`src/design/ccic_pkg.sv`:
```
// ccic_pkg: shared types, command codes and helpers for the coin credit input controller
// depends on nothing; imported by coin_credit_input_controller
package ccic_pkg;

  typedef enum logic [1:0] {
    MODE_UNKNOWN = 2'd0,
    MODE_CREDIT  = 2'd1,
    MODE_SWITCH  = 2'd2
  } mode_t;

  typedef logic [1:0] phase_t;
  typedef logic [6:0] credit_t;

  localparam logic [7:0] CMD_COINAGE    = 8'd1;
  localparam logic [7:0] CMD_CREDIT     = 8'd2;
  localparam logic [7:0] CMD_REMAP_OFF  = 8'd3;
  localparam logic [7:0] CMD_REMAP_ON   = 8'd4;
  localparam logic [7:0] CMD_SWITCH     = 8'd5;

  localparam phase_t PHASE_STATUS = 2'd0;
  localparam phase_t PHASE_JOY1   = 2'd1;
  localparam phase_t PHASE_JOY2   = 2'd2;

  localparam credit_t CREDIT_MAX = 7'd99;

  localparam logic OP_WRITE = 1'b0;

  // two bcd digits of a count at most 99
  function automatic logic [7:0] to_bcd(input credit_t count);
    logic [3:0] tens;
    logic [6:0] ones;
    tens = 4'd0;
    for (int i = 1; i <= 9; i++) begin
      if (count >= 7'(10 * i)) tens = 4'(i);
    end
    ones = count - 7'(tens) * 7'd10;
    return {tens, ones[3:0]};
  endfunction

endpackage

```
`src/design/coin_credit_input_controller.sv`:
```
// coin_credit_input_controller: host bus facing coin, credit and joystick input controller
// depends on ccic_pkg
//
// Each request is one host bus access: a write either swallows one pending coinage
// byte or decodes a command (coinage, credit mode, remap off/on, switch mode); a read
// is answered by a three-phase cycle that returns packed switch nibbles in switch mode,
// or the bcd credit count and two joystick bytes with fire edge/held bits in credit
// mode. Every request yields exactly one response (read_data, fault); writes answer 0.
// One request is taken per clock unless in_stall holds it: all state updates and the
// response are computed combinationally from the request fields and the control
// registers, and the response lands in an output register. A request is taken while
// that register is empty or being drained, so throughput is one request per cycle
// outside stalls; in_stall only rises when a response is held by out_stall.
module coin_credit_input_controller #(
  parameter int COINAGE_LEN = 4
) (
  input  logic       clk,
  input  logic       rst,
  // request channel
  input  logic       in_valid,
  output logic       in_stall,
  input  logic       op,
  input  logic [7:0] write_data,
  input  logic [3:0] port_buttons,
  input  logic [3:0] port_coins,
  input  logic [3:0] port_joy_one,
  input  logic [3:0] port_joy_two,
  // response channel
  output logic       out_valid,
  input  logic       out_stall,
  output logic [7:0] read_data,
  output logic       fault
);
  import ccic_pkg::*;

  localparam int PendW = $clog2(COINAGE_LEN + 1);

  // control state
  mode_t            mode_sel, mode_sel_next;
  logic             remap_on, remap_on_next;
  credit_t          credit_count, credit_count_next;
  logic [PendW-1:0] pending_bytes, pending_bytes_next;
  phase_t           read_phase, read_phase_next;
  logic [3:0]       prev_coin_bits, prev_coin_bits_next;
  logic [1:0]       prev_fire_bits, prev_fire_bits_next;

  // response computed this cycle
  logic [7:0] data_next;
  logic       fault_next;

  logic accept;

  // response register drains or is empty: take a new request
  assign in_stall = out_valid & out_stall;
  assign accept   = in_valid & ~in_stall;

  // credit path intermediates
  logic [3:0] coin_now;
  logic [3:0] coin_rise;
  credit_t    cred_a, cred_b, cred_c, cred_d;
  phase_t     phase_adv;

  // joystick path for the player selected by the phase
  logic       player;
  logic       fire_held;
  logic       fire_edge;
  logic [3:0] joy_sel;

  always_comb begin
    // pressed = 1: bit0 start one, bit1 start two, bit2 coin a, bit3 coin b
    coin_now  = {~port_coins[1:0], ~port_buttons[3:2]};
    coin_rise = coin_now & ~prev_coin_bits;

    // coins first (saturating), then start two, then start one
    cred_a = (coin_rise[3] && credit_count < CREDIT_MAX) ? credit_count + 7'd1 : credit_count;
    cred_b = (coin_rise[2] && cred_a < CREDIT_MAX) ? cred_a + 7'd1 : cred_a;
    cred_c = (coin_rise[1] && cred_b > 7'd2) ? cred_b - 7'd2 : cred_b;
    cred_d = (coin_rise[0] && cred_c > 7'd1) ? cred_c - 7'd1 : cred_c;

    phase_adv = (read_phase >= PHASE_JOY2) ? PHASE_STATUS : read_phase + 2'd1;

    player    = (read_phase == PHASE_JOY2);
    fire_held = ~port_buttons[{1'b0, player}];
    fire_edge = fire_held & ~prev_fire_bits[player];
    joy_sel   = player ? port_joy_two : port_joy_one;
  end

  // next state
  always_comb begin
    mode_sel_next       = mode_sel;
    remap_on_next       = remap_on;
    credit_count_next   = credit_count;
    pending_bytes_next  = pending_bytes;
    read_phase_next     = read_phase;
    prev_coin_bits_next = prev_coin_bits;
    prev_fire_bits_next = prev_fire_bits;

    if (op == OP_WRITE) begin
      if (pending_bytes != '0) begin
        // coinage bytes are consumed and ignored
        pending_bytes_next = pending_bytes - PendW'(1);
      end else begin
        case (write_data)
          CMD_COINAGE: pending_bytes_next = PendW'(COINAGE_LEN);
          CMD_CREDIT: begin
            mode_sel_next   = MODE_CREDIT;
            read_phase_next = PHASE_STATUS;
          end
          CMD_REMAP_OFF: remap_on_next = 1'b0;
          CMD_REMAP_ON:  remap_on_next = 1'b1;
          CMD_SWITCH: begin
            mode_sel_next   = MODE_SWITCH;
            read_phase_next = PHASE_STATUS;
          end
          default: ;
        endcase
      end
    end else begin
      case (mode_sel)
        MODE_SWITCH: read_phase_next = phase_adv;
        MODE_CREDIT: begin
          read_phase_next = phase_adv;
          if (read_phase == PHASE_STATUS) begin
            credit_count_next   = cred_d;
            prev_coin_bits_next = coin_now;
          end else if (!remap_on) begin
            prev_fire_bits_next[player] = fire_held;
          end
        end
        default: ;  // unknown mode keeps the phase
      endcase
    end
  end

  // response
  always_comb begin
    data_next  = 8'd0;
    fault_next = 1'b0;
    if (op != OP_WRITE) begin
      case (mode_sel)
        MODE_SWITCH: begin
          if (read_phase == PHASE_STATUS)
            data_next = {port_coins, port_buttons};
          else if (read_phase == PHASE_JOY1)
            data_next = {port_joy_two, port_joy_one};
        end
        MODE_CREDIT: begin
          if (read_phase == PHASE_STATUS)
            data_next = to_bcd(cred_d);
          else if (remap_on)
            fault_next = 1'b1;  // joystick phase read with remap on
          else
            data_next = {2'b00, ~fire_held, ~fire_edge, joy_sel};
        end
        default: ;
      endcase
    end
  end

  always_ff @(posedge clk) begin
    if (rst) begin
      mode_sel       <= MODE_UNKNOWN;
      remap_on       <= 1'b0;
      credit_count   <= '0;
      pending_bytes  <= '0;
      read_phase     <= PHASE_STATUS;
      prev_coin_bits <= '0;
      prev_fire_bits <= '0;
      out_valid      <= 1'b0;
    end else begin
      if (accept) begin
        mode_sel       <= mode_sel_next;
        remap_on       <= remap_on_next;
        credit_count   <= credit_count_next;
        pending_bytes  <= pending_bytes_next;
        read_phase     <= read_phase_next;
        prev_coin_bits <= prev_coin_bits_next;
        prev_fire_bits <= prev_fire_bits_next;
        out_valid      <= 1'b1;
      end else if (!out_stall) begin
        out_valid <= 1'b0;
      end
    end
  end

  // response payload, no reset needed
  always_ff @(posedge clk) begin
    if (accept) begin
      read_data <= data_next;
      fault     <= fault_next;
    end
  end

endmodule

```
`config.mk`:
```
export PLATFORM = sky130hd
export DESIGN_NAME = coin_credit_input_controller
export DESIGN_NICKNAME = d
export VERILOG_FILES = /design/src/design/ccic_pkg.sv /design/src/design/coin_credit_input_controller.sv
export SDC_FILE = /design/constraint.sdc
export NUM_CORES = 1
export LEC_CHECK = 0
export BUFFER_PORTS_ARGS = -buffer_cell sky130_fd_sc_hd__buf_4
export CORE_UTILIZATION = 55
export CTS_CLUSTER_DIAMETER = 80
export DETAILED_ROUTE_END_ITERATION = 7
export PLACE_DENSITY = 0.76
export REMOVE_ABC_BUFFERS = 1
export SLEW_MARGIN = 20
export SYNTH_ARGS = -nofsm -noshare
export SYNTH_HDL_FRONTEND = slang
export SYNTH_SLANG_ARGS = --single-unit
```
`constraint.sdc`:
```
create_clock -name clk -period 8.3 [get_ports clk]
set_input_delay 2.075 -clock clk [delete_from_list [all_inputs] [get_ports clk]]
set_output_delay 2.075 -clock clk [all_outputs]
set_load 0.01 [all_outputs]
```
**Word level (Yosys, flattened, before mapping)**

Index checks and enable logic that the tools add are counted.

- Output and inout bits: 11
- Input port bits: 29
- Register bits after elaboration: 31

- Add/sub/neg operators: 7
- Multiplexer cells: 41
- Order comparisons: 17
- Bitwise operators: 16
- Reductions and logical operators: 20
- $mul: 1
- Eq/ne operators: 12

Operators by type and width:

| operator | count |
|---|---|
| 4-bit two-way mux | 12 |
| 7-bit two-way mux | 4 |
| 8-bit two-way mux | 3 |
| 7-bit by 6-bit greater-or-equal comparator with 1-bit output (second input constant) | 3 |
| 7-bit greater-or-equal comparator (second input constant) | 3 |
| 8-bit by 2-bit == test with 1-bit output (second input constant) | 2 |
| 8-bit by 3-bit == test with 1-bit output (second input constant) | 2 |
| 8-bit one-hot mux with 2 select lines | 1 |
| 4-bit AND reduction | 4 |
| 7-bit by 1-bit adder with 7-bit output (second input constant) | 2 |
| 7-bit by 5-bit greater-or-equal comparator with 1-bit output (second input constant) | 2 |
| 7-bit < comparator (second input constant) | 2 |
| 2-bit two-way mux | 5 |
| 1-bit two-way mux | 9 |
| 1-bit inverter | 9 |
| 8-bit by 1-bit == test with 1-bit output (second input constant) | 1 |
| 2-bit nonzero test | 4 |
| 7-bit by 4-bit greater-or-equal comparator with 1-bit output (second input constant) | 1 |
| 7-bit by 1-bit greater-than comparator with 1-bit output (second input constant) | 1 |
| 7-bit by 2-bit greater-than comparator with 1-bit output (second input constant) | 1 |
| 7-bit by 1-bit subtractor with 7-bit output (second input constant) | 1 |
| 7-bit by 2-bit subtractor with 7-bit output (second input constant) | 1 |
| 3-bit two-way mux | 2 |
| 6-bit two-way mux | 1 |
| 27 further kinds | 38 |

**Longest topological paths before layout**

- Word-level depth: 30
- Mapped depth: 33

**Worst setup path after synthesis**

No wires, ideal clock.

- Kind: input to register
- From: input port port_coins[1]
- To: register read_data[3] (data pin)
- Setup time: 262 ps
- Arrival time: 7576 ps
- Data required time: 8038 ps
- Stages on the path: 28
- Buffers on the path: 0
- Path slack: 462 ps
- Cells stage by stage: nor2_1 > o211ai_1 > nand2b_1 > inv_1 > ha_1 > or3_1 > a2111o_1 > a221oi_2 > a311oi_2 > o21ai_0 > xnor2_1 > inv_1 > ha_1 > nand2_1 > or3_1 > or2b_1 > and3_4 > a2111oi_2 > a2111oi_2 > a211oi_2 > and2_1 > ha_1 > inv_1 > fa_1 > xnor2_1 > xnor2_1 > nand2b_1 > o211ai_2

- Word-level cells in the longest chain between the ends: 30
- Elaborated cells between the ends (all ways): 41
- Classes of those cells: add/sub (4); mul (1); order compare (12); mux (18); bitwise (2); reduce/logical (4)

Ends and longest elaborated chain:

| item | line | source |
|---|---|---|
| start: declaration | coin_credit_input_controller.sv:25 | `input logic [3:0] port_coins,` |
| 2-bit inverter (*) | coin_credit_input_controller.sv:71 | `coin_now = {~port_coins[1:0], ~port_buttons[3:2]};` |
| 4-bit AND (*) | coin_credit_input_controller.sv:72 | `coin_rise = coin_now & ~prev_coin_bits;` |
| 1-bit logical AND (*) | coin_credit_input_controller.sv:75 | `cred_a = (coin_rise[3] && credit_count < CREDIT_MAX) ? credit_count + 7'd1 : credit_count;` |
| 7-bit two-way mux (*) | coin_credit_input_controller.sv:75 |  |
| 7-bit < comparator | coin_credit_input_controller.sv:76 | `cred_b = (coin_rise[2] && cred_a < CREDIT_MAX) ? cred_a + 7'd1 : cred_a;` |
| 1-bit logical AND | coin_credit_input_controller.sv:76 |  |
| 7-bit two-way mux (*) | coin_credit_input_controller.sv:76 |  |
| 7-bit by 2-bit greater-than comparator with 1-bit output | coin_credit_input_controller.sv:77 | `cred_c = (coin_rise[1] && cred_b > 7'd2) ? cred_b - 7'd2 : cred_b;` |
| [7 not listed] | n/a |  |
| 4-bit two-way mux (8 in a row) | ccic_pkg.sv:34 | `if (count >= 7'(10 * i)) tens = 4'(i);` |
| 4-bit two-way mux | coin_credit_input_controller.sv:148 | `if (read_phase == PHASE_STATUS)` |
| 4-bit two-way mux | coin_credit_input_controller.sv:140 | `case (mode_sel)` |
| 4-bit two-way mux | coin_credit_input_controller.sv:139 | `if (op != OP_WRITE) begin` |
| 4-bit by 3-bit multiplier with 3-bit output | ccic_pkg.sv:36 | `ones = count - 7'(tens) * 7'd10;` |
| 4-bit subtractor (*) | ccic_pkg.sv:36 |  |
| 8-bit two-way mux (*) | coin_credit_input_controller.sv:148 |  |
| 8-bit one-hot mux with 2 select lines (*) | coin_credit_input_controller.sv:140 |  |
| end signal: assignment | coin_credit_input_controller.sv:189 | `read_data <= data_next;` |
| end: declaration | coin_credit_input_controller.sv:31 | `output logic [7:0] read_data,` |

Mark *: on every way between the ends. The rest lies on a longest branch, timed or not. The select of a mux whose other input is x is not followed.
A chain may end at the register's enable or synchronous reset.

**Final worst setup path**

Ends and elaborated chain as after synthesis.

==> flow_summary.ini <==
[logic_synthesis]
yosys.cell_types.count = 88
synth_area_mm2 = 0.003304
netlist_instances = 418
synthArstFlopShare = 0
yosys_warnings = 0
ys.flop_type = dfxtp_1
avgSynthCellArea_um2 = 7.905
synth-seq-cells = 31
ys_seq_area_frac = 0.2151
synth-edff-count = 9

[global_routing]
first_global_vias = 3009
antenna_found_initial = 0
grt_pass1_wl_um = 13980
gr-usage-all-layers = 0.2781
overflow = 0
grt_max_degree = 23

[placed_design]
dp_cells = 512
hpwlAfterDp_um = 6586
io_buffers = 39
place_congestion = 0.9662

[clocking]
h-tree-depth = 2
cts_inserted_buffers = 5
hold_buffers = 0
cts_tree = yes
cts_root_buf = clkbuf_8
cts.clk_slew.worst_paths_ns = 0.07
clock_latency_ns = 0.28
cts.sinks = 31
clk_path_buf_depth = 2

[layout]
num-nets-final = 485
drive_gt1_frac = 0.2076
num_antenna_cells = 0
area_growth_pct = 12.68
layout_common_cells = nor2_1, buf_4, nand2_1
finalNonFillerCells = 520
fin_util = 0.6600
final_common_cell = nor2_1
fillers = 506

[pwr]
power_density_mw_per_mm2 = 102.4
ir_worst_vdd_mv = 0.07257
fin_total_pwr_uw = 381.3
leakage_uw = 0.001362

[drt]
dr_total_vias = 3353
routed_wl_um = 8547
wl_per_cell_um = 16.44
drt_iter0_markers = 219
antenna_left = 0
vias_per_cell = 6.448
drcViolationCount = 0
firstDrtPassIters = 5

[critical_path]
setup.worst_path.start = port_coins[1]
path_max_fanout = 7
path_class = input pin to flop
slowest_stage = or4_1
critPathCaptureType = flop
cp_num_buf_inv = 3
cp-start-kind = input pin
cp.required_ns = 8.33
cpPeakStageDelay_ns = 0.53
arrival_ns = 8.05
reg2reg_from = credit_count[1]$_SDFFE_PP0P_
path_delay_family = compound AO/OA/AOI/OAI gates

[sta]
slew_viol_final = 0
min_period_over_period = 0.9662
finalHoldViolations = 0
worst_slew_pin_slew_ns = 0.7879
relSlewSlack = 0.4699
finalSetupViolCount = 0
skew_ns = 0.005206
min_period_ns = 8.020
fmax_mhz = 124.7

[floorplan]
start_util = 0.5857
row_count = 27
dieHeight_um = 79.51
io_pins = 40
dieWidth_um = 79.51
coreArea_mm2 = 0.005642
dieArea_mm2 = 0.006322

[flow_run]
cap_violations = 0

[worst_hold_path]
min_from = prev_fire_bits[1]$_SDFFE_PP0P_
hp-class = flop to flop

[outcome]
status = complete, no violations
cells in the mapped netlist (all sizes together), types with 5 or more instances:
cell | count | share of area
nand4 | 9 | 0.019
mux2i | 12 | 0.037
a31oi | 11 | 0.021
nand2b | 5 | 0.0095
xnor2 | 7 | 0.019
a211oi | 17 | 0.045
o21ai | 15 | 0.023
nand3 | 9 | 0.014
nor2 | 50 | 0.057
or2 | 9 | 0.017
a21oi | 32 | 0.050
o22ai | 6 | 0.015
buf | 17 | 0.033
edfxtp | 9 | 0.082
nor2b | 6 | 0.011
nor3 | 10 | 0.017
or4 | 6 | 0.014
ha | 8 | 0.030
dfxtp | 22 | 0.13
and3 | 8 | 0.017
clkbuf | 8 | 0.0091
nor4 | 5 | 0.0095
and2 | 7 | 0.013
o211ai | 5 | 0.014
nand2 | 34 | 0.039
inv | 13 | 0.015
routing by layer:
layer,part of all wire,global-route usage,routed length [µm],vias up
met2,0.46,0.4444,3913,119
met4,0.012,0.07455,99,0
met3,0.048,0.04114,408,11
met5,0,0,0,-
met1,0.48,0.3868,4125,1559
li1,-,-,-,1664
state kept, by name (all words and copies together), names as in the netlist:
| name | count |
|---|---|
| credit_count | 7 |
| fault | 1 |
| mode_sel | 2 |
| out_valid | 1 |
| pending_bytes | 3 |
| prev_coin_bits | 4 |
| prev_fire_bits | 2 |
| read_data | 8 |
| read_phase | 2 |
| remap_on | 1 |
logic make-up after synthesis:
logic type / count (synthesis) / synth area share
AO/OA/AOI/OAI: 137 / 0.3230
XOR/XNOR: 8 / 0.02120
adder cells (fa/ha/maj): 9 / 0.03635
buffers and inverters: 38 / 0.05679
flip-flops: 31 / 0.2151
multiplexers: 15 / 0.04771
AND/OR/NAND/NOR: 180 / 0.2999
report_power, final:
group | switching (µW) | leakage [µW] | total [µW] | internal [µW]
Sequential | 0.869 | 0.000269 | 159 | 158
Combinational | 51.8 | 0.00104 | 92.5 | 40.6
Clock | 54.6 | 0.0000538 | 130 | 75.6
path summary, 6_finish.rpt:
kind | to | slack (ns) | cells after the start
setup / recovery | read_data[3]$_SDFFCE_PN0P_ | 0.28 | 28
hold / removal | prev_fire_bits[1]$_SDFFE_PP0P_ | 0.48 | 2
setup reg to reg | read_data[3]$_SDFFCE_PN0P_ | 1.29 | 28
hold reg to reg | prev_fire_bits[1]$_SDFFE_PP0P_ | 0.48 | 2
metrics by stage:
| stage | setup TNS (ns) | setup WS (ns) | cell area [µm²] | hold slack, ns |
|---|---|---|---|---|
| CTS | 0 | 0.2680 | 3711 | 0.4702 |
| global placement | 0 | 0.2544 | 3608 | 0.4552 |
| global route | -0.04048 | -0.04048 | 3724 | 0.5176 |
| floorplan | 0 | 0.4268 | 3166 | 0.4307 |
| finish | 0 | 0.2803 | 3724 | 0.4768 |
| detailed placement | -0.01518 | -0.01518 | 3608 | 0.4568 |
layout make-up:
class / instances / area [µm²] / share of cell area
Timing Repair Buffer: 47 / 352.8 / 0.09476
Multi-Input combinational cell: 349 / 2419 / 0.6495
Tap cell: 72 / 90.09 / 0.02419
Inverter: 13 / 48.80 / 0.01310
Sequential cell: 31 / 710.7 / 0.1909
Clock buffer: 6 / 93.84 / 0.02520
Clock inverter: 2 / 8.758 / 0.002352
tightest hold or removal path, stage by stage (launching register included):
cell     delay, ns
dfxtp_1       0.32
nand2_1       0.06
a21oi_1       0.06
what timing repair did:
item,CTS,global route
buffers inserted,0,0
resized for setup,0,2
endpoints found under the setup margin,0,1
No activity file was read; power rests on OpenSTA's default activity.
